===== config.mk =====
export PLATFORM = sky130hd
export DESIGN_NAME = dmwc_line_index
export DESIGN_NICKNAME = d
export VERILOG_FILES = /design/src/rtl/dmwc_pkg.sv /design/src/rtl/dmwc_line_index.sv
export SDC_FILE = /design/constraint.sdc
export NUM_CORES = 1
export LEC_CHECK = 0
export ABC_AREA = 1
export BUFFER_PORTS_ARGS = -buffer_cell sky130_fd_sc_hd__buf_4
export CELL_PAD_IN_SITES_DETAIL_PLACEMENT = 1
export CELL_PAD_IN_SITES_GLOBAL_PLACEMENT = 1
export CORE_MARGIN = 2
export CORE_UTILIZATION = 12
export DETAILED_ROUTE_END_ITERATION = 6
export PLACE_DENSITY_LB_ADDON = 0.08
export SLEW_MARGIN = 20
export SYNTH_ARGS = -nofsm -noshare
export SYNTH_HDL_FRONTEND = slang
export SYNTH_SLANG_ARGS = --single-unit

===== constraint.sdc =====
create_clock -name clk_i -period 0.8 [get_ports clk_i]
set_clock_uncertainty 0.15 [all_clocks]
set_input_delay 0.16 -clock clk_i [delete_from_list [all_inputs] [get_ports clk_i]]
set_output_delay 0.16 -clock clk_i [all_outputs]
set_load 0.005 [all_outputs]

===== src/rtl/dmwc_pkg.sv =====
package dmwc_pkg;

  localparam int unsigned NumLinesDefault = 1024;
  localparam int unsigned WordW           = 32;
  localparam int unsigned WordsPerLine    = 4;
  localparam int unsigned AddrW           = 32;
  localparam int unsigned OffsetW         = 4;
  localparam int unsigned BlkW            = AddrW - OffsetW;

  typedef logic [WordsPerLine-1:0][WordW-1:0] line_words_t;

  // Tag store entry: the full block number stands in for the tag, so the
  // write-back address needs no rebuild from tag and index.
  typedef struct packed {
    logic            valid;
    logic            dirty;
    logic [BlkW-1:0] blk;
  } meta_t;

  typedef enum logic [1:0] {
    CtrlIdle      = 2'd0,
    CtrlCompare   = 2'd1,
    CtrlWriteBack = 2'd2,
    CtrlAllocate  = 2'd3
  } ctrl_state_e;

  typedef enum logic [2:0] {
    PhClear,
    PhIdle,
    PhMul,
    PhSub,
    PhRead,
    PhExec
  } phase_e;

  typedef struct packed {
    logic             request_valid;
    logic             command;
    logic [AddrW-1:0] request_address;
    logic [WordW-1:0] store_word;
    logic             mem_ready;
    logic [WordW-1:0] fill_word0;
    logic [WordW-1:0] fill_word1;
    logic [WordW-1:0] fill_word2;
    logic [WordW-1:0] fill_word3;
  } req_t;

  typedef struct packed {
    logic             req_done;
    logic [WordW-1:0] read_data;
    logic             mem_request;
    logic             mem_write;
    logic [AddrW-1:0] mem_address;
    logic [WordW-1:0] victim_word0;
    logic [WordW-1:0] victim_word1;
    logic [WordW-1:0] victim_word2;
    logic [WordW-1:0] victim_word3;
    logic [1:0]       fsm_state;
  } rsp_t;

endpackage


===== src/rtl/dmwc_line_index.sv =====
module dmwc_line_index
  import dmwc_pkg::*;
#(
  parameter int unsigned NumLines = NumLinesDefault
) (
  input  logic                        clk_i,
  input  logic [BlkW-1:0]             blk_i,
  output logic [$clog2(NumLines)-1:0] idx_o
);

  localparam int unsigned IdxW    = $clog2(NumLines);
  localparam int unsigned Shift   = BlkW + IdxW;
  localparam int unsigned RecipW  = BlkW + 2;
  localparam int unsigned ProdW   = BlkW + RecipW;
  localparam logic [63:0] RecipFull = (64'd1 << Shift) / 64'(NumLines);
  localparam logic [RecipW-1:0] Recip = RecipFull[RecipW-1:0];
  localparam logic [BlkW-1:0] NumLinesBlk = BlkW'(NumLines);
  localparam logic [IdxW:0] NumLinesRem = (IdxW+1)'(NumLines);

  logic [ProdW-1:0] prod;
  logic [BlkW-1:0]  quot_d, quot_q;
  logic [IdxW:0]    rem_d, rem_q;

  // Quotient from the reciprocal falls short by at most one, so the
  // remainder stays below twice the line count.
  assign prod   = {{RecipW{1'b0}}, blk_i} * {{BlkW{1'b0}}, Recip};
  assign quot_d = BlkW'(prod >> Shift);
  assign rem_d  = (IdxW+1)'(blk_i - BlkW'(quot_q * NumLinesBlk));

  always_ff @(posedge clk_i) begin
    quot_q <= quot_d;
    rem_q  <= rem_d;
  end

  assign idx_o = (rem_q >= NumLinesRem) ? IdxW'(rem_q - NumLinesRem) : IdxW'(rem_q);

endmodule


==> flow_metrics.tcl <==
set metrics [dict create \
    overflow 0 \
    drv_cap 0 \
    cts_max_level 1 \
    port_buffers 20 \
    drc 0 \
    numCtsBuffers 3 \
    regMostFlops "rem_q" \
    reg_top3 "rem_q x10" \
    multi_input_area_um2 0 \
    finalPower_mw 1.09 \
    syn_to_final_growth_pct 146 \
    rows 14 \
    post_drt_wl_per_cell_um 11.1 \
    cp_num_buf_inv 1 \
    critical-path-top-delay-family "flip-flops" \
    grt_usage_pct 6.73 \
    largest_reg_flops 10 \
    muxShareOfSynthArea_pct 0 \
    relSlewSlack_pct 95.8 \
    cts_buffer_depth 2 \
    register_area_um2 211 \
    ant_nets 0 \
    power.static_leakage_nw 0.229 \
    yosysSeqAreaShare_pct 100 \
    setup_tns_ps -1930 \
    synth.distinct_cells 1 \
    synth_fa_ha_area_share_pct 0 \
    hold_path_depth 1 \
    gp_congestion 0.647 \
    vias_per_cell 3.43 \
    synth.avg_cell_area_um2 20.0 \
    hold_end "rem_q[3]" \
    stdcell_area_um2 492 \
    dieArea_mm2 0.00201 \
    arrival_ps 690 \
    layout-drive-gt1-share_pct 86.8 \
    io_pins 39 \
    final_nets 68 \
    drv_slew 0 \
    critPathRequiredTime_ps 490 \
    first_iter_violations 1 \
    synthesis.area_um2 200 \
    root_buffer "clkbuf_4" \
    cts_tree "done" \
    pre_cts_slack_ps 71.6 \
    min_period_ps 1000 \
    initial_core_util_pct 13.0 \
    path_class "flip-flop to output pin" \
    die_w_um 44.8 \
    worstSetupStartpointType "flip-flop" \
    synthXorXnorAreaFrac_pct 0 \
    status "complete, but fails checks" \
    final_hold_viol_count 6 \
    die_h_um 44.8 \
    hold_path.class "primary input to flip-flop" \
    core_mm2 0.00154 \
    grt_pass1_wl_um 841 \
    synth_nets 39 \
    synth_compound_gate_area_share_pct 0 \
    placed_cell_area_um2 370 \
    endpoint_kind "output pin" \
    vdd_drop_max_uv 946 \
    fmax_mhz 999 \
    routed_wl_um 602 \
    finalCritPeriodShare_pct 125 \
    grt_pass1_vias 189 \
    crit_fanout 1 \
    rsz0062_at_grt "yes" \
    violations "negative hold slack, negative setup slack" \
    fillers 172 \
    vias 185 \
    synthSimpleGateAreaFrac_pct 0 \
    setup_ws_ps -201 \
    slowest_stage "dfxtp_2" \
    holdWs_ps -148 \
    clock_sinks 10 \
    dr.pass1.iters 2 \
    antenna_cells 0 \
    synthCells 10 \
    hp-start "blk_i[3]" \
    grt_max_degree 7 \
    worst_slew_pin_slew_ps 63.7 \
    setup_viol_count_final 14 \
    antenna_found_initial 0 \
    cts.clk_slew.worst_paths_ps 60 \
    yosys_warnings 0 \
    cts_setup_buffers 0 \
    path_cells "buf_6" \
    multi_input_cells 0 \
    p_per_area_mw_per_mm2 2220 \
    ys_ff_latch 10 \
    cp_slowest_stage_delay_ps 330 \
]
[power breakdown]
part | switching, mW | internal, mW | total, mW
Sequential | 0.0136 | 0.530 | 0.543
Combinational | 0.0215 | 0.0870 | 0.109
Clock | 0.163 | 0.276 | 0.439
[per-stage QoR]
stage,std cells,util [%],hold WS (ps)
3_5_place_dp,46,24.0,116
2_1_floorplan,10,-,37.7
4_1_cts,50,28.3,-159
5_1_grt,54,31.9,-158
6_report,54,31.9,-148
3_3_place_gp,46,24.0,116
[repair_timing]
item | CTS | global route
setup endpoints to repair | 10 | 10
pin swaps | 0 | 0
endpoints found under the hold margin | 10 | 10
resized for setup | 12 | 6
[synth_stat cells]
master | number | area [µm²]
dfxtp_1 | 10 | 200
[logic make-up after synthesis]
kind of cell	Yosys count
flip-flops	10
[cell type report]
type                  count  area share, %
clock buffer              4           7.38
sequential               10           43.0
tap                      16           4.07
timing repair buffer     24           45.5
[per-layer routing]
layer / vias up / GRT usage [%] / share of wire (%)
li1: 86 / - / -
met1: 78 / 9.43 / 48
met2: 21 / 6.67 / 32
met3: 0 / 4.40 / 20
met4: 0 / 5.29 / 0
met5: - / 0 / 0
[layout by cell type, fill, tap and decap left out]
cell / synthesis / layout
clkbuf_4: 0 / 3
buf_6: 0 / 9
dlygate4sd3_1: 0 / 4
dfxtp_1: 10 / 1
buf_4: 0 / 11
clkbuf_8: 0 / 1
dfxtp_2: 0 / 9
[worst max path at each step]
stage	start	to	slack, ps	cells past startpoint
2_1_floorplan	rem_q[0]	idx_o[0]	190	0
6_report	rem_q[3]	idx_o[3]	-200	1
4_1_cts	rem_q[3]	idx_o[3]	-210	1
5_1_grt	rem_q[3]	idx_o[3]	-230	1
3_3_place_gp	rem_q[0]	idx_o[0]	70	1
3_5_place_dp	rem_q[3]	idx_o[3]	70	1
(Power assumes the default switching activity.)
